### src/hw/rtl/css_pkg.sv
// Shared types and codes for the cocktail shaker sorter.
// Used by css_ctrl, css_dpath and cocktail_shaker_sorter_core; no dependencies.
package css_pkg;

   localparam int VALUE_W = 32;

   // Write data source select for the element store
   localparam logic [1:0] SRC_INPUT = 2'd0;
   localparam logic [1:0] SRC_SWAP  = 2'd1;
   localparam logic [1:0] SRC_CARRY = 2'd2;

   // Input item
   typedef struct packed {
      logic signed [VALUE_W-1:0] value;
      logic                      is_last;
   } req_type;

   // Result item
   typedef struct packed {
      logic signed [VALUE_W-1:0] sorted_value;
      logic                      end_of_set;
      logic                      overflowed;
   } rsp_type;

   // Per-cycle command from the controller to the datapath
   typedef struct packed {
      logic       wr_en;
      logic [1:0] wr_src;
      logic       load_carry;
      logic       step;
      logic       fwd;
      logic       emit;
      logic       emit_last;
      logic       emit_ovf;
   } cmd_type;

endpackage

### src/hw/rtl/css_ram.sv
// Generic single-write, single-read RAM with registered read data.
// No dependencies.
module css_ram #(
   parameter int WIDTH = 32,
   parameter int DEPTH = 64
) (
   input  logic                     clock,
   input  logic                     wr_en,
   input  logic [$clog2(DEPTH)-1:0] wr_addr,
   input  logic [WIDTH-1:0]         wr_data,
   input  logic [$clog2(DEPTH)-1:0] rd_addr,
   output logic [WIDTH-1:0]         rd_data
);

   logic [WIDTH-1:0] mem_ff [DEPTH];
   logic [WIDTH-1:0] rd_data_ff;

   // Storage and registered read
   always_ff @(posedge clock) begin
      if (wr_en) begin
         mem_ff[wr_addr] <= wr_data;
      end
      rd_data_ff <= mem_ff[rd_addr];
   end

   assign rd_data = rd_data_ff;

endmodule

### src/hw/rtl/css_dpath.sv
// Datapath: element store, carry register, compare-swap and result register.
// Depends on css_pkg and css_ram.
module css_dpath
   import css_pkg::*;
#(
   parameter int CAPACITY = 64
) (
   input  logic                        clock,
   input  logic                        reset,
   input  cmd_type                     cmd,
   input  logic signed [VALUE_W-1:0]   in_value,
   input  logic [$clog2(CAPACITY)-1:0] wr_addr,
   input  logic [$clog2(CAPACITY)-1:0] rd_addr,
   output logic                        rsp_valid,
   output rsp_type                     rsp_item
);

   logic [VALUE_W-1:0]        wr_data;
   logic [VALUE_W-1:0]        rd_raw;
   logic signed [VALUE_W-1:0] rdata;
   logic signed [VALUE_W-1:0] carry_ff;
   logic signed [VALUE_W-1:0] carry_in;
   logic signed [VALUE_W-1:0] swap_data;
   logic                      keep;
   rsp_type                   rsp_ff;
   rsp_type                   rsp_in;
   logic                      rsp_valid_ff;
   logic                      rsp_valid_in;

   css_ram #(
      .WIDTH (VALUE_W),
      .DEPTH (CAPACITY)
   ) u_store (
      .clock   (clock),
      .wr_en   (cmd.wr_en),
      .wr_addr (wr_addr),
      .wr_data (wr_data),
      .rd_addr (rd_addr),
      .rd_data (rd_raw)
   );

   assign rdata = $signed(rd_raw);

   // Compare: carry is the left neighbor going forward, the right one going back
   always_comb begin
      keep      = cmd.fwd ? (carry_ff > rdata) : (rdata > carry_ff);
      swap_data = keep ? rdata : carry_ff;
   end

   // Store write data select
   always_comb begin
      unique case (cmd.wr_src)
         SRC_INPUT: wr_data = in_value;
         SRC_SWAP:  wr_data = swap_data;
         SRC_CARRY: wr_data = carry_ff;
         default:   wr_data = carry_ff;
      endcase
   end

   // Carry holds the element being bubbled through the pass
   always_comb begin
      carry_in = carry_ff;
      if (cmd.load_carry) begin
         carry_in = rdata;
      end else if (cmd.step) begin
         carry_in = keep ? carry_ff : rdata;
      end
   end

   // Result register, one cycle strobe per transfer
   always_comb begin
      rsp_in.sorted_value = rdata;
      rsp_in.end_of_set   = cmd.emit_last;
      rsp_in.overflowed   = cmd.emit_ovf;
      rsp_valid_in        = cmd.emit;
   end

   always_ff @(posedge clock) begin
      carry_ff <= carry_in;
      rsp_ff   <= rsp_in;
   end

   always_ff @(posedge clock) begin
      if (reset) begin
         rsp_valid_ff <= 1'b0;
      end else begin
         rsp_valid_ff <= rsp_valid_in;
      end
   end

   assign rsp_valid = rsp_valid_ff;
   assign rsp_item  = rsp_ff;

endmodule

### src/hw/rtl/css_ctrl.sv
// Controller: fill counter, pass bounds, pass sequencing and output sequencing.
// Depends on css_pkg.
module css_ctrl
   import css_pkg::*;
#(
   parameter int CAPACITY = 64
) (
   input  logic                        clock,
   input  logic                        reset,
   input  logic                        start,
   input  logic                        is_last,
   output logic                        busy,
   output cmd_type                     cmd,
   output logic [$clog2(CAPACITY)-1:0] wr_addr,
   output logic [$clog2(CAPACITY)-1:0] rd_addr
);

   localparam int AW = $clog2(CAPACITY);
   localparam int CW = $clog2(CAPACITY + 1);

   localparam logic [2:0] S_IDLE     = 3'd0;
   localparam logic [2:0] S_PASS     = 3'd1;
   localparam logic [2:0] S_LOAD     = 3'd2;
   localparam logic [2:0] S_PRIME    = 3'd3;
   localparam logic [2:0] S_RUN      = 3'd4;
   localparam logic [2:0] S_LAST     = 3'd5;
   localparam logic [2:0] S_OUT_LOAD = 3'd6;
   localparam logic [2:0] S_OUT      = 3'd7;

   logic [2:0]    state_ff, state_in;
   logic [CW-1:0] count_ff, count_in;
   logic          ovf_ff, ovf_in;
   logic [AW-1:0] lo_ff, lo_in;
   logic [AW-1:0] hi_ff, hi_in;
   logic [AW-1:0] idx_ff, idx_in;
   logic          fwd_ff, fwd_in;

   logic          full;
   logic [CW-1:0] n_last;
   logic [AW-1:0] nxt;
   logic [AW-1:0] nxt2;
   logic [AW-1:0] end_addr;
   logic [AW-1:0] start_addr;

   // Address helpers for the current pass direction
   always_comb begin
      full       = (count_ff == CW'(CAPACITY));
      n_last     = full ? count_ff : count_ff + CW'(1);
      nxt        = fwd_ff ? idx_ff + AW'(1) : idx_ff - AW'(1);
      nxt2       = fwd_ff ? nxt + AW'(1) : nxt - AW'(1);
      end_addr   = fwd_ff ? hi_ff : lo_ff;
      start_addr = fwd_ff ? lo_ff : hi_ff - AW'(1);
   end

   // Next state and commands
   always_comb begin
      state_in = state_ff;
      count_in = count_ff;
      ovf_in   = ovf_ff;
      lo_in    = lo_ff;
      hi_in    = hi_ff;
      idx_in   = idx_ff;
      fwd_in   = fwd_ff;
      cmd      = '0;
      cmd.fwd  = fwd_ff;
      wr_addr  = idx_ff;
      rd_addr  = idx_ff;

      unique case (state_ff)
         S_IDLE: begin
            if (start) begin
               if (!full) begin
                  cmd.wr_en  = 1'b1;
                  cmd.wr_src = SRC_INPUT;
                  wr_addr    = count_ff[AW-1:0];
                  count_in   = count_ff + CW'(1);
               end else begin
                  ovf_in = 1'b1;
               end
               if (is_last) begin
                  lo_in    = '0;
                  hi_in    = AW'(n_last - CW'(1));
                  state_in = S_PASS;
               end
            end
         end
         S_PASS: begin
            if (lo_ff < hi_ff) begin
               fwd_in   = 1'b1;
               state_in = S_LOAD;
            end else begin
               state_in = S_OUT_LOAD;
            end
         end
         S_LOAD: begin
            rd_addr  = start_addr;
            idx_in   = start_addr;
            state_in = S_PRIME;
         end
         S_PRIME: begin
            cmd.load_carry = 1'b1;
            rd_addr        = nxt;
            state_in       = S_RUN;
         end
         S_RUN: begin
            // one compare-swap per cycle, writing back the settled neighbor
            cmd.step   = 1'b1;
            cmd.wr_en  = 1'b1;
            cmd.wr_src = SRC_SWAP;
            rd_addr    = nxt2;
            idx_in     = nxt;
            if (nxt == end_addr) begin
               state_in = S_LAST;
            end
         end
         S_LAST: begin
            cmd.wr_en  = 1'b1;
            cmd.wr_src = SRC_CARRY;
            if (fwd_ff && (hi_ff > lo_ff + AW'(1))) begin
               fwd_in   = 1'b0;
               state_in = S_LOAD;
            end else begin
               lo_in    = lo_ff + AW'(1);
               hi_in    = hi_ff - AW'(1);
               state_in = S_PASS;
            end
         end
         S_OUT_LOAD: begin
            rd_addr  = '0;
            idx_in   = '0;
            state_in = S_OUT;
         end
         S_OUT: begin
            cmd.emit     = 1'b1;
            cmd.emit_ovf = ovf_ff;
            rd_addr      = idx_ff + AW'(1);
            idx_in       = idx_ff + AW'(1);
            if (CW'(idx_ff) + CW'(1) == count_ff) begin
               cmd.emit_last = 1'b1;
               count_in      = '0;
               ovf_in        = 1'b0;
               state_in      = S_IDLE;
            end
         end
         default: begin
            state_in = S_IDLE;
         end
      endcase
   end

   // Control registers
   always_ff @(posedge clock) begin
      if (reset) begin
         state_ff <= S_IDLE;
         count_ff <= '0;
         ovf_ff   <= 1'b0;
      end else begin
         state_ff <= state_in;
         count_ff <= count_in;
         ovf_ff   <= ovf_in;
      end
   end

   // Pass bounds and walk index
   always_ff @(posedge clock) begin
      lo_ff  <= lo_in;
      hi_ff  <= hi_in;
      idx_ff <= idx_in;
      fwd_ff <= fwd_in;
   end

   assign busy = (state_ff != S_IDLE);

`ifndef NO_ASSERTIONS
   a_last_goes_busy: assert property (@(posedge clock) disable iff (reset)
      (start && !busy && is_last) |=> busy)
      else $error("last item accepted but controller stayed idle");

   a_count_bound: assert property (@(posedge clock) disable iff (reset)
      count_ff <= CW'(CAPACITY))
      else $error("fill count beyond capacity");

   a_final_then_idle: assert property (@(posedge clock) disable iff (reset)
      cmd.emit_last |=> (!busy && count_ff == '0 && !ovf_ff))
      else $error("set not cleared after final result");

   a_run_bounds: assert property (@(posedge clock) disable iff (reset)
      (state_ff == S_RUN || state_ff == S_PRIME) |-> (lo_ff < hi_ff))
      else $error("pass running over an empty range");
`endif

endmodule

### src/hw/rtl/cocktail_shaker_sorter_core.sv
// Cocktail shaker sorter: values are collected one per transfer while idle, and
// the transfer marked is_last starts an in-place sort of the set, after which the
// n sorted results stream out on consecutive cycles, one per rsp_valid strobe,
// with end_of_set on the largest. The receiver cannot stall, so it must take a
// result on every cycle rsp_valid is high. busy is low only while collecting.
// A set of n values is accepted one per transfer, then sorted by the single
// compare-swap unit, which walks the store through its one read port at one
// neighbor pair per cycle, then streamed out. Values beyond CAPACITY are
// dropped and every result of that set has overflowed set.
// Depends on css_pkg, css_ctrl, css_dpath and css_ram.
module cocktail_shaker_sorter_core
   import css_pkg::*;
#(
   parameter int CAPACITY = 64
) (
   input  logic    clock,
   input  logic    reset,
   input  logic    start,
   output logic    busy,
   input  req_type req_item,
   output logic    rsp_valid,
   output rsp_type rsp_item
);

   localparam int AW = $clog2(CAPACITY);

   cmd_type       cmd;
   logic [AW-1:0] wr_addr;
   logic [AW-1:0] rd_addr;

   css_ctrl #(
      .CAPACITY (CAPACITY)
   ) u_ctrl (
      .clock   (clock),
      .reset   (reset),
      .start   (start),
      .is_last (req_item.is_last),
      .busy    (busy),
      .cmd     (cmd),
      .wr_addr (wr_addr),
      .rd_addr (rd_addr)
   );

   css_dpath #(
      .CAPACITY (CAPACITY)
   ) u_dpath (
      .clock     (clock),
      .reset     (reset),
      .cmd       (cmd),
      .in_value  (req_item.value),
      .wr_addr   (wr_addr),
      .rd_addr   (rd_addr),
      .rsp_valid (rsp_valid),
      .rsp_item  (rsp_item)
   );

endmodule

### config.mk
export PLATFORM = sky130hd
export DESIGN_NAME = cocktail_shaker_sorter_core
export DESIGN_NICKNAME = d
export VERILOG_FILES = /design/src/hw/rtl/css_pkg.sv /design/src/hw/rtl/css_ram.sv /design/src/hw/rtl/css_dpath.sv /design/src/hw/rtl/css_ctrl.sv /design/src/hw/rtl/cocktail_shaker_sorter_core.sv
export SDC_FILE = /design/constraint.sdc
export NUM_CORES = 2
export LEC_CHECK = 0
export BUFFER_PORTS_ARGS = -buffer_cell sky130_fd_sc_hd__buf_4
export CAP_MARGIN = 40
export CORE_ASPECT_RATIO = 1.4
export CORE_MARGIN = 1
export CORE_UTILIZATION = 40
export CTS_CLUSTER_SIZE = 10
export DETAILED_ROUTE_END_ITERATION = 8
export HOLD_SLACK_MARGIN = 0.1
export SLEW_MARGIN = 20
export SYNTH_ARGS = -nofsm -noshare
export SYNTH_HDL_FRONTEND = slang
export SYNTH_SLANG_ARGS = --single-unit
### constraint.sdc
create_clock -name clock -period 8.6 [get_ports clock]
set_input_delay 0.43 -clock clock [delete_from_list [all_inputs] [get_ports clock]]
set_output_delay 0.43 -clock clock [all_outputs]
set_load 0.01 [all_outputs]
[Yosys cells after proc, flatten, opt, wreduce, memory -nomap -nowiden]
Memory sizes are Yosys's and may differ from the RTL's. A register that Yosys moved wholly into a read port is not among the register bits.
Cells that the tools add are included.
Storage, ports and cells
  memory bits (writable): 2048
  register bits: 97
  memories: 1
  output and inout bits: 36
Operators by class
  add/subtract/negate cells: 9
  mux-type cells: 50
  reduce and logical (&&, ||, !) cells: 15
  $lt $le $gt $ge: 4
  equality and inequality tests: 20
Memories
  u_dpath.u_store.mem_ff: words 64, bits a word 32, read ports 1, clocked after Yosys merged registers in 1, write ports 1, line css_ram.sv:15  | logic [WIDTH-1:0] mem_ff [DEPTH];
Operator list (number)
  two-way mux 32 bit: 4
  two-way mux 6 bit: 13
  > comparator 32 bit: 2
  one-hot mux 32 bit (2 select lines): 1
  one-hot mux 6 bit (5 select lines): 1
  two-way mux 3 bit: 8
  one-hot mux 3 bit (8 select lines): 1
  one-hot mux 6 bit (2 select lines): 2
  one-hot mux 6 bit (4 select lines): 1
  subtractor 6 x 1 -> 6 bit (second input constant): 4
  two-way mux 7 bit: 3
  adder 6 x 1 -> 6 bit (second input constant): 3
  one-hot mux 7 bit (2 select lines): 1
  equality test 3 bit (second input constant): 4
  AND reduction 4 bit: 3
  two-way mux 1 bit: 11
  != test 2 x 1 -> 1 bit (second input constant): 5
  one-hot mux 3 bit (3 select lines): 1
  != test 2 bit (second input constant): 4
  nonzero test 2 bit: 4
  adder 6 x 1 -> 7 bit (second input constant): 1
  adder 7 x 1 -> 7 bit (second input constant): 1
  equality test 7 bit: 1
  equality test 7 bit (second input constant): 1
  15 further kinds: 18

[Depth between registers and ports, before layout]
  depth after elaboration: 6
  gate-level depth with buffers: 18

[Cells and area by module]
From an unflattened synthesis, not the netlist that was laid out.
Unflattened totals
  cell total of the unflattened synthesis: 4072
  area total of the unflattened synthesis: 85298.1 sq um
By module, submodules not included
  css_ram: area each 78515.3 sq um, cells an instance 3324, instances 1
  css_dpath: area each 3589.7 sq um, cells an instance 361, instances 1
  css_ctrl: area each 3193.1 sq um, cells an instance 387, instances 1

[Worst setup path before layout]
Ideal clock, no wire load.
  path type: register to register
  from: register u_dpath.carry_ff[15]
  to: memory u_dpath.u_store.mem_ff[0][0], data pin
  cell stages (with the launch flop): 10
  arrival time: 4.114 ns
  path buffers: 1
  path slack: 3.898 ns
  path through: edfxtp_1 > ha_1 > nand4_1 > nor4_1 > o21ai_0 > a41o_1 > nand4_1 > clkbuf_1 > nand3_1 > a31oi_1
On the way
  longest elaborated chain between the ends: 4
RTL lines
  from (decl): line css_dpath.sv:21  | logic signed [VALUE_W-1:0] carry_ff;
  from (signal assigned): line css_dpath.sv:79  | carry_ff <= carry_in;
  > comparator 32 bit: line css_dpath.sv:46  | keep = cmd.fwd ? (carry_ff > rdata) : (rdata > carry_ff);
  two-way mux 1 bit (*): line css_dpath.sv:46
  two-way mux 32 bit (*): line css_dpath.sv:47  | swap_data = keep ? rdata : carry_ff;
  one-hot mux 32 bit (2 select lines) (*): line css_dpath.sv:52  | unique case (cmd.wr_src)
  via u_dpath.u_store.wr_data[0]: line css_ram.sv:10  | input logic [WIDTH-1:0] wr_data,
  to (decl): line css_ram.sv:15
The timed path passes the listed nets; every way through them passes the cells marked *.

[Final worst setup path]
  from: register u_ctrl.idx_ff[0]
  to: register u_dpath.u_store.rd_data_ff[29] (netlist: u_dpath.u_store.rd_data[29]), read port of u_dpath.u_store.mem_ff
On the way
  longest elaborated chain between the ends: 5
RTL lines
  from (decl): line css_ctrl.sv:35  | logic [AW-1:0] idx_ff, idx_in;
  from (signal assigned): line css_ctrl.sv:168  | idx_ff <= idx_in;
  subtractor 6 x 1 -> 6 bit or adder 6 x 1 -> 6 bit (tied branches): line css_ctrl.sv:49, css_ctrl.sv:136
  two-way mux 6 bit: line css_ctrl.sv:49  | nxt = fwd_ff ? idx_ff + AW'(1) : idx_ff - AW'(1);
  subtractor 6 x 1 -> 6 bit or adder 6 x 1 -> 6 bit (tied branches): line css_ctrl.sv:50  | nxt2 = fwd_ff ? nxt + AW'(1) : nxt - AW'(1);
  two-way mux 6 bit: line css_ctrl.sv:50
  one-hot mux 6 bit (5 select lines) (*): line css_ctrl.sv:69  | unique case (state_ff)
  to (decl): line css_ram.sv:16  | logic [WIDTH-1:0] rd_data_ff;
Every way passes the cells marked *; elsewhere a longest branch is shown, timed or not.
A chain may end at the register's enable or synchronous reset.

==> flow_metrics.py <==
metrics = {
    "synth": {
        "synth_top_area_share_pct": 71.10,
        "syn_inst": 5873,
        "syn_area_per_cell_sq_um": 15.09,
        "syn_nets": 5964,
        "synth_enable_flop_cells": 2099,
        "yosys_most_used_dff": "edfxtp_1",
        "yosysSeqAreaShare_pct": 72.86,
        "synthArstFlopShare_pct": 0,
        "ys_top_cells_by_area": "edfxtp_1 71%, nand2_1 4.0%, mux2i_1 3.8%",
        "synth_cell_types": 87,
        "ys_ff_latch": 2177,
        "netlist_area_sq_mm": 0.08865,
        "yosysWarnings": 0,
        "yosysTopAreaCell": "edfxtp_1",
    },
    "clock_network": {
        "clkTransAtPathRegs_ns": 0.06,
        "cts-root-buf": "clkbuf_16",
        "cts_resized": 0,
        "cts.sinks": 2177,
        "cts-buffers-inserted": 244,
        "clk_latency_ns": 0.87,
        "post-cts-setup-buffers": 0,
        "htreeDepth": 4,
        "cts_tree": "done",
        "clockBufferDepth": 4,
    },
    "critical_path": {
        "rr_worst_depth": 13,
        "path_class": "flip-flop to flip-flop",
        "worstSetupEndpointType": "flip-flop",
        "critPathTopFamily": "compound AO/OA/AOI/OAI gates",
        "cp.arrival_ns": 6.93,
        "worstSetupStartpointType": "flip-flop",
        "cp.buffers_inverters": 2,
        "ff2ff_setup_slack_ns": 2.45,
        "worstPathRequired_ns": 9.38,
        "cpPeakStageDelay_ns": 0.64,
        "cpMaxStageDelayCell": "edfxtp_1",
        "rr_startpoint": "u_ctrl.idx_ff[0]$_DFFE_PP_",
        "startpoint": "u_ctrl.idx_ff[0]$_DFFE_PP_",
        "crit_fanout": 76,
        "crit_cells": 13,
        "crit_chain": "ha_1 > mux2i_4 > xnor2_2 > ha_1 > xor2_1 > a221oi_4 > buf_4 > nand2_8 > buf_4 > and3_1 > o311ai_1 > o221ai_1 > nor4b_2",
    },
    "floorplan": {
        "dieArea_sq_mm": 0.2235,
        "core-area_sq_mm": 0.2205,
        "dieWidth_um": 399.9,
        "row_count": 204,
        "die_h_um": 559.0,
        "initial_utilization_pct": 40.20,
        "io-pin-count": 72,
    },
    "timing": {
        "worst_pin_slew_ns": 1.043,
        "final-setup-viol-count": 0,
        "fmax_mhz": 162.7,
        "drv_slew": 0,
        "setup_tns_ns": 0,
        "min_period_ns": 6.148,
        "finalCritPeriodShare_pct": 71.48,
        "skew_ns": 0.03908,
        "hold_violations": 0,
        "slew_headroom_pct": 30.45,
        "grt_setup_unrepaired": "false",
    },
    "finish": {
        "final_area_sq_mm": 0.1014,
        "nets": 6101,
        "layout-drive-gt1-share_pct": 14.40,
        "syn_to_final_growth_pct": 14.40,
    },
    "placement": {
        "io_buffers": 71,
        "dp_hpwl_um": 166400,
        "gp_congestion": 0.9339,
        "place_area_sq_mm": 0.09443,
    },
    "route": {
        "drt-total-wl_um": 281500,
        "antenna_left": 0,
        "vias": 55000,
        "viasPerCell": 6.102,
        "drt-pass1-iter-count": 7,
        "first_iter_violations": 6405,
        "wl_per_cell_um": 31.23,
        "drc": 0,
    },
    "outcome": {
        "status": "finished clean",
    },
    "hold_path": {
        "hold_start": "req_item[27]",
        "holdPathStages": 3,
        "hp-class": "input pin to flip-flop",
    },
    "global_route": {
        "grt_max_degree": 143,
        "grt.total_usage_pct": 24.69,
        "grt-ovfl-total": 0,
        "grt_pass1_vias": 53490,
        "grt_pass1_wl_um": 397500,
        "antenna_found_initial": 11,
    },
    "job": {
        "cap_violations": 0,
    },
}
==> worst paths after layout <==
check	end
hold reg to reg	u_dpath.rsp_item[15]$_DFF_P_
hold / removal	u_dpath.u_store.mem_ff[60][26]$_DFFE_PP_
setup / recovery	u_dpath.u_store.rd_data[29]$_DFF_P_
setup reg to reg	u_dpath.u_store.rd_data[29]$_DFF_P_
==> cell usage in the layout (no fill, tap or decap), types with 44 or more instances in the layout <==
master and instances:
buf_4 243, mux2i_1 333, ha_1 55, o21ai_0 55, and3_1 307, a2111oi_0 63, nor2_4 64, o22ai_1 65
a221oi_1 65, dfxtp_1 78, o31ai_1 50, nand4_1 44, a31oi_1 65, mux2_2 62, a32oi_1 60, nand2_1 946
inv_1 53, nor2_1 89, mux4_2 77, a211oi_1 101, a311oi_1 124, nand3_1 192, clkbuf_1 107, clkbuf_16 246
edfxtp_1 2099
==> tightest hold or removal path, cell delays in order <==
cell and delay (ns):
buf_4 0.11, nor2_1 0.19, a31oi_4 0.14
==> layer usage <==
layer,wire length [um],global-route usage (%),part of all wire (%),vias up
li1,-,-,-,23190
met1,103700,30.51,37,28400
met2,139600,41.82,50,2813
met3,22370,3.507,7.9,590
met4,15820,12.77,5.6,4
met5,19,0,0.0067,-
==> synthesized netlist by cell type (63+ instances only) <==
library cell	instances
mux4_2	77
a2111oi_0	64
mux2_2	63
buf_2	123
nand3_1	192
mux2i_1	333
a211oi_1	101
a31oi_1	97
dfxtp_1	78
a221oi_1	65
o31ai_1	67
clkbuf_1	250
edfxtp_1	2099
nor2_1	157
a311oi_1	126
o22ai_1	66
nand2_1	947
and3_1	307
==> logic make-up (layout without fill, tap and decap cells) <==
family | Yosys count | in the layout | synth area share [%]
compound gates | 859 | 859 | 7.476
xor+xnor | 39 | 39 | 0.4093
fa+ha+maj | 55 | 55 | 0.7763
buf+inv | 486 | 738 | 2.473
flops | 2177 | 2177 | 72.86
mux | 474 | 474 | 6.542
other cells | 0 | 5 | 0
simple gates | 1783 | 1783 | 9.462
==> stage by stage <==
step / worst slack (ns) / std cells / hold WS (ns) / util [%]
after global routing: 2.304 / 9010 / 0.1956 / 45.98
after CTS: 2.677 / 8997 / 0.1689 / 45.87
after global placement: 2.172 / 8585 / 0.4341 / 42.47
after detailed placement: 2.704 / 8632 / 0.4435 / 42.82
after floorplan: 3.898 / 5873 / 0.3575 / -
final: 2.452 / 9014 / 0.2089 / 45.99
==> state kept, by name (all words and copies together) (netlist names) <==
name,count
u_ctrl.state_ff,3
u_ctrl.ovf_ff,1
u_dpath.carry_ff,32
u_ctrl.lo_ff,6
u_dpath.rsp_valid,1
u_ctrl.hi_ff,6
u_dpath.u_store.rd_data,32
u_ctrl.fwd_ff,1
u_dpath.u_store.mem_ff,2048
u_dpath.rsp_item,34
u_ctrl.idx_ff,6
u_ctrl.count_ff,7
==> final cells by class <==
| type | count | area [sq um] |
|---|---|---|
| flip-flops and latches | 2177 | 64590 |
| clock buffers | 354 | 6571 |
| repair buffers | 322 | 3177 |
| fillers | 19050 | 119100 |
| clock inverters | 7 | 123.9 |
| multi-input cells | 3210 | 23120 |
| diodes | 5 | 12.51 |
| well taps | 2884 | 3608 |
| inverters | 55 | 206.4 |
==> repair_timing <==
| action | in CTS | in global routing |
|---|---|---|
| endpoints found under the hold margin | 12 | 0 |
| endpoints found under the setup margin | 0 | 0 |
| hold buffers | 4 | 0 |
Power is left out: the tool's default activity adds up to more than one toggle a clock period on the data nets, which glitch-free logic cannot reach.
